**src/rtl/regex_dot_star_matcher_assert.svh**
```systemverilog
// ---------------------------------------------------------------------------
// regex_dot_star_matcher_assert.svh
// Assertion macros for the pattern matcher; empty under synthesis.
// ---------------------------------------------------------------------------
`ifndef REGEX_DOT_STAR_MATCHER_ASSERT_SVH
`define REGEX_DOT_STAR_MATCHER_ASSERT_SVH

`ifndef SYNTHESIS
// Clocked check, off while reset is asserted.
`define RDSM_ASSERT(lbl, clk, rstn, prop) \
  lbl: assert property (@(posedge clk) disable iff (!rstn) (prop)) \
    else $error("rdsm assertion failed");
// Clocked check that also holds during reset.
`define RDSM_ASSERT_ALWAYS(lbl, clk, prop) \
  lbl: assert property (@(posedge clk) (prop)) \
    else $error("rdsm assertion failed");
`else
`define RDSM_ASSERT(lbl, clk, rstn, prop)
`define RDSM_ASSERT_ALWAYS(lbl, clk, prop)
`endif

`endif

```
**src/rtl/rdsm_pkg.sv**
```systemverilog
// ---------------------------------------------------------------------------
// rdsm_pkg
// Shared types and constants of the pattern matcher.
// ---------------------------------------------------------------------------
package rdsm_pkg;

  localparam int TokenLimit = 32;
  localparam int CountW     = 6;
  localparam int DataW      = 64;
  localparam int RegIdxW    = 3;

  localparam logic KindByte    = 1'b0;
  localparam logic KindRestart = 1'b1;

  typedef enum logic [RegIdxW-1:0] {
    RegTokenBytes0 = 3'd0,
    RegTokenBytes1 = 3'd1,
    RegTokenBytes2 = 3'd2,
    RegTokenBytes3 = 3'd3,
    RegDotMask     = 3'd4,
    RegStarMask    = 3'd5,
    RegTokenCount  = 3'd6
  } rdsm_reg_e;

  typedef struct packed {
    logic       kind;
    logic [7:0] text_byte;
  } rdsm_in_t;

  typedef struct packed {
    logic matched;
    logic alive;
  } rdsm_out_t;

  typedef struct packed {
    logic [3:0][DataW-1:0]  token_bytes;
    logic [TokenLimit-1:0]  dot_mask;
    logic [TokenLimit-1:0]  star_mask;
    logic [CountW-1:0]      token_count;
  } rdsm_cfg_t;

endpackage

```
**src/rtl/rdsm_cfg_regs.sv**
```systemverilog
// ---------------------------------------------------------------------------
// rdsm_cfg_regs
// Pattern register file: token bytes, dot/star masks and token count.
// ---------------------------------------------------------------------------
module rdsm_cfg_regs (
  input  logic                              clk_i,
  input  logic                              rst_ni,
  input  logic                              wr_en_i,
  input  logic [rdsm_pkg::RegIdxW-1:0]      wr_index_i,
  input  logic [rdsm_pkg::DataW-1:0]        wr_data_i,
  output rdsm_pkg::rdsm_cfg_t               cfg_o
);

  rdsm_pkg::rdsm_cfg_t cfg_q, cfg_d;

  always_comb begin
    cfg_d = cfg_q;
    if (wr_en_i) begin
      case (rdsm_pkg::rdsm_reg_e'(wr_index_i))
        rdsm_pkg::RegTokenBytes0: cfg_d.token_bytes[0] = wr_data_i;
        rdsm_pkg::RegTokenBytes1: cfg_d.token_bytes[1] = wr_data_i;
        rdsm_pkg::RegTokenBytes2: cfg_d.token_bytes[2] = wr_data_i;
        rdsm_pkg::RegTokenBytes3: cfg_d.token_bytes[3] = wr_data_i;
        rdsm_pkg::RegDotMask:
          cfg_d.dot_mask = wr_data_i[rdsm_pkg::TokenLimit-1:0];
        rdsm_pkg::RegStarMask:
          cfg_d.star_mask = wr_data_i[rdsm_pkg::TokenLimit-1:0];
        rdsm_pkg::RegTokenCount:
          cfg_d.token_count = wr_data_i[rdsm_pkg::CountW-1:0];
        default: ; // unmapped index: dropped
      endcase
    end
  end

  always_ff @(posedge clk_i or negedge rst_ni) begin
    if (!rst_ni) begin
      cfg_q <= '0;
    end else begin
      cfg_q <= cfg_d;
    end
  end

  assign cfg_o = cfg_q;

endmodule

```
**src/rtl/rdsm_nfa_step.sv**
```systemverilog
// ---------------------------------------------------------------------------
// rdsm_nfa_step
// One NFA update: byte advance or restart, then star closure.
// ---------------------------------------------------------------------------
module rdsm_nfa_step #(
  parameter int MAX_TOKENS = rdsm_pkg::TokenLimit
) (
  input  rdsm_pkg::rdsm_cfg_t      cfg_i,
  input  rdsm_pkg::rdsm_in_t       item_i,
  input  logic [MAX_TOKENS:0]      active_i,
  output logic [MAX_TOKENS:0]      active_o,
  output rdsm_pkg::rdsm_out_t      result_o
);

  localparam int P      = MAX_TOKENS + 1;
  localparam int CntW   = $clog2(P);
  localparam int Levels = $clog2(P);

  logic [CntW-1:0]       n;
  logic [P-1:0]          pos_mask;
  logic [MAX_TOKENS-1:0] tok_mask;
  logic [P-1:0]          cur;
  logic [MAX_TOKENS-1:0] hit;
  logic [P-1:0]          step_set;
  logic [P-1:0]          seed;
  logic [P-1:0]          link;
  logic [P-1:0]          closed;

  // saturate count
  always_comb begin
    if (cfg_i.token_count > rdsm_pkg::CountW'(MAX_TOKENS)) begin
      n = CntW'(MAX_TOKENS);
    end else begin
      n = cfg_i.token_count[CntW-1:0];
    end
  end

  always_comb begin
    for (int k = 0; k < P; k++) begin
      pos_mask[k] = (CntW'(k) <= n);
    end
    for (int k = 0; k < MAX_TOKENS; k++) begin
      tok_mask[k] = (CntW'(k) < n);
    end
  end

  assign cur = active_i & pos_mask;

  always_comb begin
    logic [7:0] tb;
    tb = '0;
    for (int k = 0; k < MAX_TOKENS; k++) begin
      tb     = cfg_i.token_bytes[k/8][8*(k%8) +: 8];
      hit[k] = cur[k] & tok_mask[k] & (cfg_i.dot_mask[k] | (tb == item_i.text_byte));
    end
  end

  // star token stays put, plain token moves one position on
  always_comb begin
    step_set = '0;
    for (int k = 0; k < MAX_TOKENS; k++) begin
      step_set[k]   = step_set[k]   | (hit[k] &  cfg_i.star_mask[k]);
      step_set[k+1] = step_set[k+1] | (hit[k] & ~cfg_i.star_mask[k]);
    end
  end

  assign seed = (item_i.kind == rdsm_pkg::KindRestart) ? P'(1) : step_set;

  // link[k]: position k-1 being active activates k (token k-1 is a star)
  always_comb begin
    link[0] = 1'b0;
    for (int k = 1; k < P; k++) begin
      link[k] = cfg_i.star_mask[k-1];
    end
  end

  // closure as a parallel prefix, log2 levels like a carry-lookahead
  always_comb begin
    logic [P-1:0] g;
    logic [P-1:0] pp;
    g  = seed;
    pp = link;
    for (int lvl = 0; lvl < Levels; lvl++) begin
      g  = g  | (pp & (g  << (1 << lvl)));
      pp = pp & (pp << (1 << lvl));
    end
    closed = g & pos_mask;
  end

  assign active_o         = closed;
  assign result_o.matched = closed[n];
  assign result_o.alive   = |closed;

endmodule

```
**src/rtl/regex_dot_star_matcher.sv**
```systemverilog
// ---------------------------------------------------------------------------
// regex_dot_star_matcher
// Whole-text matcher for literal / '.' / 'x*' patterns, bit-parallel NFA.
// ---------------------------------------------------------------------------
// Usage:
//  - Config channel (cfg_valid_i/cfg_ready_o, index + 64-bit data) loads the
//    pattern: token bytes 0..3, dot mask, star mask, token count. Ready is
//    always high. Write only while idle, then send a restart request.
//  - Input channel (in_valid_i/in_stall_o): kind = restart or text byte.
//    A restart reloads position zero and reports whether the empty text
//    matches; a byte advances the active set by one byte.
//  - Output channel (out_valid_o/out_stall_i): one result per request,
//    matched (whole pattern consumed) and alive (any position active).
//  - A request goes through the input register, then the result register;
//    one request per cycle while out_stall_i is low. The rate is set by the
//    combinational NFA update from input register to active-position register.
//  - A stalled output holds; one more request can still sit in the input
//    register, and in_stall_o rises only once both stages are full.
//  - Reset clears the pattern and leaves only position zero active.
// ---------------------------------------------------------------------------
`include "regex_dot_star_matcher_assert.svh"

module regex_dot_star_matcher #(
  parameter int MAX_TOKENS = rdsm_pkg::TokenLimit
) (
  input  logic                          clk_i,
  input  logic                          rst_ni,
  // config write channel
  input  logic                          cfg_valid_i,
  output logic                          cfg_ready_o,
  input  logic [rdsm_pkg::RegIdxW-1:0]  cfg_index_i,
  input  logic [rdsm_pkg::DataW-1:0]    cfg_data_i,
  // request channel
  input  logic                          in_valid_i,
  output logic                          in_stall_o,
  input  rdsm_pkg::rdsm_in_t            in_data_i,
  // result channel
  output logic                          out_valid_o,
  input  logic                          out_stall_i,
  output rdsm_pkg::rdsm_out_t           out_data_o
);

  rdsm_pkg::rdsm_cfg_t cfg;

  // input register stage
  logic                s1_valid_q, s1_valid_d;
  rdsm_pkg::rdsm_in_t  s1_q;

  // result register stage
  logic                out_valid_q, out_valid_d;
  rdsm_pkg::rdsm_out_t out_q;

  // NFA state: bit k = first k tokens consumed
  logic [MAX_TOKENS:0] active_q, active_d;
  rdsm_pkg::rdsm_out_t step_res;

  logic in_accept;
  logic out_free;
  logic s1_fire;

  assign cfg_ready_o = 1'b1;

  rdsm_cfg_regs u_cfg (
    .clk_i      (clk_i),
    .rst_ni     (rst_ni),
    .wr_en_i    (cfg_valid_i & cfg_ready_o),
    .wr_index_i (cfg_index_i),
    .wr_data_i  (cfg_data_i),
    .cfg_o      (cfg)
  );

  rdsm_nfa_step #(
    .MAX_TOKENS (MAX_TOKENS)
  ) u_step (
    .cfg_i    (cfg),
    .item_i   (s1_q),
    .active_i (active_q),
    .active_o (active_d),
    .result_o (step_res)
  );

  // Handshake: the result register frees up when empty or when taken this
  // cycle; the input stage moves on into it and commits the new state.
  assign out_free   = ~out_valid_q | ~out_stall_i;
  assign s1_fire    = s1_valid_q & out_free;
  assign in_stall_o = s1_valid_q & ~out_free;
  assign in_accept  = in_valid_i & ~in_stall_o;

  assign s1_valid_d  = in_accept | (s1_valid_q & ~s1_fire);
  assign out_valid_d = s1_fire | (out_valid_q & out_stall_i);

  always_ff @(posedge clk_i or negedge rst_ni) begin
    if (!rst_ni) begin
      s1_valid_q  <= 1'b0;
      out_valid_q <= 1'b0;
      active_q    <= (MAX_TOKENS + 1)'(1);
    end else begin
      s1_valid_q  <= s1_valid_d;
      out_valid_q <= out_valid_d;
      if (s1_fire) begin
        active_q <= active_d;
      end
    end
  end

  // payload registers, no reset
  always_ff @(posedge clk_i) begin
    if (in_accept) begin
      s1_q <= in_data_i;
    end
    if (s1_fire) begin
      out_q <= step_res;
    end
  end

  assign out_valid_o = out_valid_q;
  assign out_data_o  = out_q;

  // a full match always leaves the accepting position alive
  `RDSM_ASSERT(a_match_alive, clk_i, rst_ni, out_valid_q |-> (!out_q.matched || out_q.alive))
  // restart always leaves position zero active
  `RDSM_ASSERT(a_restart_alive, clk_i, rst_ni, (s1_fire && s1_q.kind == rdsm_pkg::KindRestart) |=> out_q.alive)
  // a request leaving the input stage lands in the result register
  `RDSM_ASSERT(a_fire_lands, clk_i, rst_ni, s1_fire |=> out_valid_q)
  // back-pressure only when both stages are occupied
  `RDSM_ASSERT_ALWAYS(a_stall_full, clk_i, in_stall_o |-> (s1_valid_q && out_valid_q))

endmodule
```
**config.mk**
```make
export PLATFORM = sky130hd
export DESIGN_NAME = regex_dot_star_matcher
export DESIGN_NICKNAME = d
export VERILOG_FILES = /design/src/rtl/rdsm_pkg.sv /design/src/rtl/rdsm_cfg_regs.sv /design/src/rtl/rdsm_nfa_step.sv /design/src/rtl/regex_dot_star_matcher.sv
export VERILOG_INCLUDE_DIRS = /design/src /design/src/rtl
export SDC_FILE = /design/constraint.sdc
export NUM_CORES = 1
export LEC_CHECK = 0
export ABC_AREA = 0
export BUFFER_PORTS_ARGS = -buffer_cell sky130_fd_sc_hd__buf_2
export CAP_MARGIN = 20
export CORE_UTILIZATION = 58
export CTS_BUF_LIST = sky130_fd_sc_hd__clkbuf_4
export CTS_CLUSTER_DIAMETER = 80
export DETAILED_ROUTE_END_ITERATION = 16
export MAX_ROUTING_LAYER = met4
export PLACE_DENSITY = 0.79
export SKIP_LAST_GASP = 1
export SYNTH_ARGS = -nofsm -noshare
export SYNTH_HDL_FRONTEND = slang
export SYNTH_SLANG_ARGS = --single-unit
```
**constraint.sdc**
```tcl
create_clock -name clk_i -period 3.4 [get_ports clk_i]
set_input_delay 0.68 -clock clk_i [delete_from_list [all_inputs] [get_ports clk_i]]
set_output_delay 0.68 -clock clk_i [all_outputs]
set_load 0.05 [all_outputs]
```
-- After elaboration in Yosys (flattened, before gate mapping)
Index checks and enable logic that the tools add are counted.
- magnitude comparators: 67
- equality and inequality tests: 38
- mux-type cells: 4
- bitwise gates (word level): 255
- reductions and logical operators: 9
- operator list (operator ; count):
    33-bit AND ; 12
    8-bit equality test ; 32
    33-bit bitwise OR ; 6
    1-bit AND ; 133
    5-bit by 6-bit less-or-equal comparator with 1-bit output, first input constant ; 16
    5-bit by 6-bit < comparator with 1-bit output, first input constant ; 16
    1-bit bitwise OR ; 66
    4-bit by 6-bit less-or-equal comparator with 1-bit output, first input constant ; 8
    4-bit by 6-bit < comparator with 1-bit output, first input constant ; 8
    1-bit inverter ; 37
    33-bit 2-to-1 mux ; 1
    33-bit OR reduction ; 1
    32-bit AND ; 1
    3-bit by 6-bit less-or-equal comparator with 1-bit output, first input constant ; 4
    3-bit by 6-bit < comparator with 1-bit output, first input constant ; 4
    2-bit AND reduction ; 7
    1-bit by 6-bit less-or-equal comparator with 1-bit output, first input constant ; 2
    2-bit by 6-bit less-or-equal comparator with 1-bit output, first input constant ; 2
    1-bit by 6-bit < comparator with 1-bit output, first input constant ; 2
    2-bit by 6-bit < comparator with 1-bit output, first input constant ; 2
    3-bit equality test, second input constant ; 3
    6-bit by 7-bit < comparator with 1-bit output, second input constant ; 1
    1-bit binary-select mux with 6-bit select ; 1
    3-bit by 2-bit equality test with 1-bit output, second input constant ; 2
    other kinds (6) ; 6
- bits in registers: 371
- bits of input ports: 81
- output and inout bits: 5
- word-level logic and storage cells: 387

-- Depth between registers and ports, before layout
- depth in word-level cells: 24
- gate-level depth with buffers: 17
- gate-level depth less buffers: 13

-- By module
Synthesis repeated with hierarchy kept, for this count alone.
- cell total of the unflattened synthesis: 1650
- area total of the unflattened synthesis: 19905.3 µm²
- modules (own cells, without submodules) (module ; times used ; cells an instance ; area each (µm²) ; seq. area each (µm²)):
    rdsm_cfg_regs ; 1 ; 694 ; 12171.7 ; 8157.8
    rdsm_nfa_step ; 1 ; 866 ; 6057.1 ; 0.0
    regex_dot_star_matcher ; 1 ; 90 ; 1676.6 ; 1207.4

-- Worst setup path after synthesis
Ideal clock, no wire load.
- kind: reg-to-reg
- start: register u_cfg.cfg_q (netlist bit u_cfg.cfg_o[5])
- end: register out_q (netlist bit out_data_o[0]), data pin
- library setup time: 0.278 ns
- data arrival time: 3.275 ns
- required time: 3.122 ns
- slack: -0.153 ns
- cell stages (with the launch flop): 16
- buffers on the path: 2
- period minus slack after synthesis: 3.553 ns
- cells stage by stage: dfrtp_1 > buf_6 > or4_4 > buf_6 > o21ai_2 > o21a_2 > o22ai_2 > a21oi_4 > o41ai_2 > o2111a_2 > nor2_4 > o221ai_1 > o21a_1 > or4_1 > nor4_1 > nand4_1
- RTL lines (what ; line ; RTL):
    start: declaration ; rdsm_cfg_regs.sv:14 ; rdsm_pkg::rdsm_cfg_t cfg_q, cfg_d;
    start signal: assignment ; rdsm_cfg_regs.sv:39 ; cfg_q <= cfg_d;
    end signal: assignment ; regex_dot_star_matcher.sv:112 ; out_q <= step_res;
    end: declaration ; regex_dot_star_matcher.sv:51 ; rdsm_pkg::rdsm_out_t out_q;

==> impl_metrics.json <==
{
  "internal_power_uw": 9232,
  "route.detailed.drc": 0,
  "finalWeightedCongestion": 0.9815,
  "worstPathMaxFanout": 4,
  "die_x_um": 184.5,
  "switching_power_uw": 4676,
  "vias_per_cell": 6.115,
  "ys_ff_latch": 371,
  "syn_avg_cell_area_um2": 11.81,
  "sequentialPowerShare": 0.441,
  "htreeDepth": 3,
  "critPathKind": "reg2reg",
  "required_ns": 3.92,
  "drv_slew": 0,
  "synth_area_um2": 19320,
  "cts_tree": "built",
  "setup_slack_ns": -0.6630,
  "fmax_mhz": 246.1,
  "grt_max_degree": 87,
  "placementRows": 66,
  "grt_pass1_vias": 16130,
  "final_antenna_net_count": 0,
  "clk_pin_slew_ns": 0.07,
  "outcome": "complete, but fails checks",
  "hold_viol": 0,
  "groute.layer.met2.usage": 0.5920,
  "detail_route.wl_per_cell_um": 24.23,
  "grt_pass1_wl_um": 93170,
  "ioPinCount": 86,
  "maxCapViolCount": 0,
  "fillers": 2067,
  "ctsRootBufferMaster": "clkbuf_4",
  "pwr-share-clk": 0.289,
  "cts_max_path_buffers": 3,
  "ir_drop_mv": 0.4301,
  "cts_made_buffers": 97,
  "overflow": 0,
  "min_path_type": "in2reg",
  "fin_setup_tns_ns": -2.650,
  "die_h_um": 184.5,
  "wirelength_um": 61060,
  "finalNetCount": 2079,
  "rsz0062_at_grt": "true",
  "violations": "negative setup slack",
  "core_um2": 32620,
  "port_buffers": 84,
  "place_hpwl_um": 41000,
  "setup_viol_count_final": 11,
  "fin_crit_ns": 4.063,
  "p_comb_frac": 0.270,
  "placed_area_um2": 21950,
  "clock-sinks": 371,
  "pwr_density_cell_nw_per_um2": 576.1,
  "power_leakage_uw": 0.01057,
  "layout-area-overhead-vs-synth_pct": 24.95,
  "top_usage_layer": "met2",
  "start_util": 0.5923,
  "worst-slew-pin-transition_ns": 0.7547,
  "slew_headroom": 0.4969,
  "clock_skew_ns": 0.05229,
  "fin_area_um2": 24140,
  "vias": 15410,
  "hold_ws_ns": 0.05736,
  "synth_edf_count": 11,
  "drt_first_pass_iters": 5,
  "worstSkewPairLatency_ns": 0.80,
  "first_iter_violations": 1256,
  "drive_above_1_share": 0.4718,
  "startpoint_type": "flip-flop",
  "synth_nets": 1717,
  "grt_use_met3": 0.07232,
  "ys_warn_count": 0,
  "synth_cells": 1636,
  "ys_seq_area_frac": 0.4835,
  "async_flop_share": 0.9704,
  "grt_usage": 0.3773,
  "antenna_found_initial": 3,
  "dieArea_um2": 34040,
  "swShare": 0.3362,
  "period_share": 1.195,
  "grtUsageMet1": 0.4683,
  "synth-main-ff-cell": "dfrtp_1",
  "synth_cell_types": 87,
  "end_kind": "flip-flop",
  "arrival_ns": 4.58
}
[synth_stat cells (all sizes together) (15+ instances only)]
master  number  area (µm²)
a21oi       63       330.3
buf         40       309.1
clkbuf      59       221.5
dfrtp      359        8984
inv         20       75.07
mux2       335        3772
nand2       87       326.6
nand3       15       75.07
nor2        48       187.7
nor3b       18       140.1
nor4        70       468.0
o21ai       48       247.7
xor2       248        2180
[power by group through the flow]
stage | Clock [µW] | Combinational, µW | Sequential (µW)
2_1_floorplan | 0 | 2090 | 5910
3_3_place_gp | 0 | 3300 | 6080
3_5_place_dp | 0 | 3390 | 6150
4_1_cts | 4050 | 3590 | 6090
5_1_grt | 4280 | 3970 | 6230
6_report | 4020 | 3750 | 6130
[metal layers]
layer	vias to the layer above	routed length, µm
met5	-	0
met4	0	3111
met3	231	4159
met2	740	29380
met1	7769	24410
li1	6671	-
[repair_timing]
action                                  in CTS  in global routing
cloned                                       0                  0
pin swaps                                   48                 17
hold buffers                                 1                  0
endpoints found under the setup margin      15                 18
hold endpoints to repair                    79                  0
gates resized for setup                     98                 41
buffers inserted                            13                  7
[sequential cells by signal (all words and copies together) (netlist names)]
name         count
active_q        32
out_valid_o      1
u_cfg.cfg_o    326
out_data_o       2
s1_valid_q       1
s1_q             9
[layout make-up]
cell class | instances | area (µm²) | area share
diodes | 3 | 7.507 | 0.0003110
clock inverters | 20 | 95.09 | 0.003939
clock buffers | 156 | 1171 | 0.04851
inverters | 21 | 78.83 | 0.003265
flip-flops and latches | 371 | 9340 | 0.3869
well taps | 442 | 553.0 | 0.02291
multi-input cells | 1145 | 10080 | 0.4175
repair buffers | 362 | 2816 | 0.1167
[path summary, 6_finish.rpt]
check	slack (ns)	cells past startpoint	end	from
max	-0.66	17	out_data_o[0]$_DFFE_PP_	s1_q[3]$_DFFE_PP_
min	0.06	1	s1_q[1]$_DFFE_PP_	in_data_i[1]
max reg2reg	-0.66	17	out_data_o[0]$_DFFE_PP_	s1_q[3]$_DFFE_PP_
min reg2reg	0.49	2	active_q[20]$_DFFE_PN0P_	active_q[20]$_DFFE_PN0P_
max in group asynchronous	1.93	3	u_cfg.cfg_o[80]$_DFFE_PN0P_	rst_ni
min in group asynchronous	0.49	2	u_cfg.cfg_o[61]$_DFFE_PN0P_	rst_ni
[worst max-delay path, stage by stage (launching register included)]
cell and delay, ns:
edfxtp_1 0.43, buf_6 0.16, buf_4 0.13, xor2_1 0.28
nor4_2 0.11, buf_4 0.14, a21oi_1 0.20, buf_4 0.20
nor2_2 0.07, o311ai_1 0.28, a21o_1 0.16, a41o_1 0.24
o21ai_2 0.08, buf_4 0.15, a31o_2 0.26, or4_4 0.55
nor4_2 0.23, nand4_1 0.13
[cells in the final DEF, fill, tap and decap left out, types with 11 or more instances in the layout]
cell type / synthesis / layout
a21oi_1: 61 / 54
buf_12: 0 / 18
buf_2: 13 / 83
buf_4: 12 / 241
buf_6: 13 / 17
clkbuf_4: 0 / 156
clkinv_1: 1 / 15
dfrtp_1: 359 / 359
edfxtp_1: 11 / 11
inv_1: 19 / 19
mux2_2: 335 / 333
nand2_1: 87 / 86
nand3_1: 15 / 15
nand4_1: 12 / 12
nor2_1: 47 / 44
nor2b_1: 13 / 11
nor4_1: 68 / 41
nor4_2: 0 / 22
o21ai_0: 44 / 37
o22ai_1: 12 / 11
xor2_1: 247 / 239
[cells by family (layout without fill, tap and decap cells)]
logic type | after synthesis | after routing | synth area share
buf+inv | 120 | 559 | 0.03154
mux | 336 | 336 | 0.1964
xor+xnor | 256 | 256 | 0.1164
flops | 371 | 371 | 0.4835
compound gates | 238 | 238 | 0.08426
simple gates | 314 | 314 | 0.08769
other cells | 1 | 4 | 0.0001941
[stage by stage]
step	std cells	worst slack [ns]	power, µW	utilization
2_1_floorplan	1636	-0.09063	7992	-
3_3_place_gp	2321	-0.7726	9378	0.6731
3_5_place_dp	2321	-0.8233	9542	0.6731
4_1_cts	2511	-0.4519	13720	0.7305
5_1_grt	2519	-0.7546	14480	0.7400
6_report	2520	-0.6630	13910	0.7401
(Power assumes the default switching activity.)
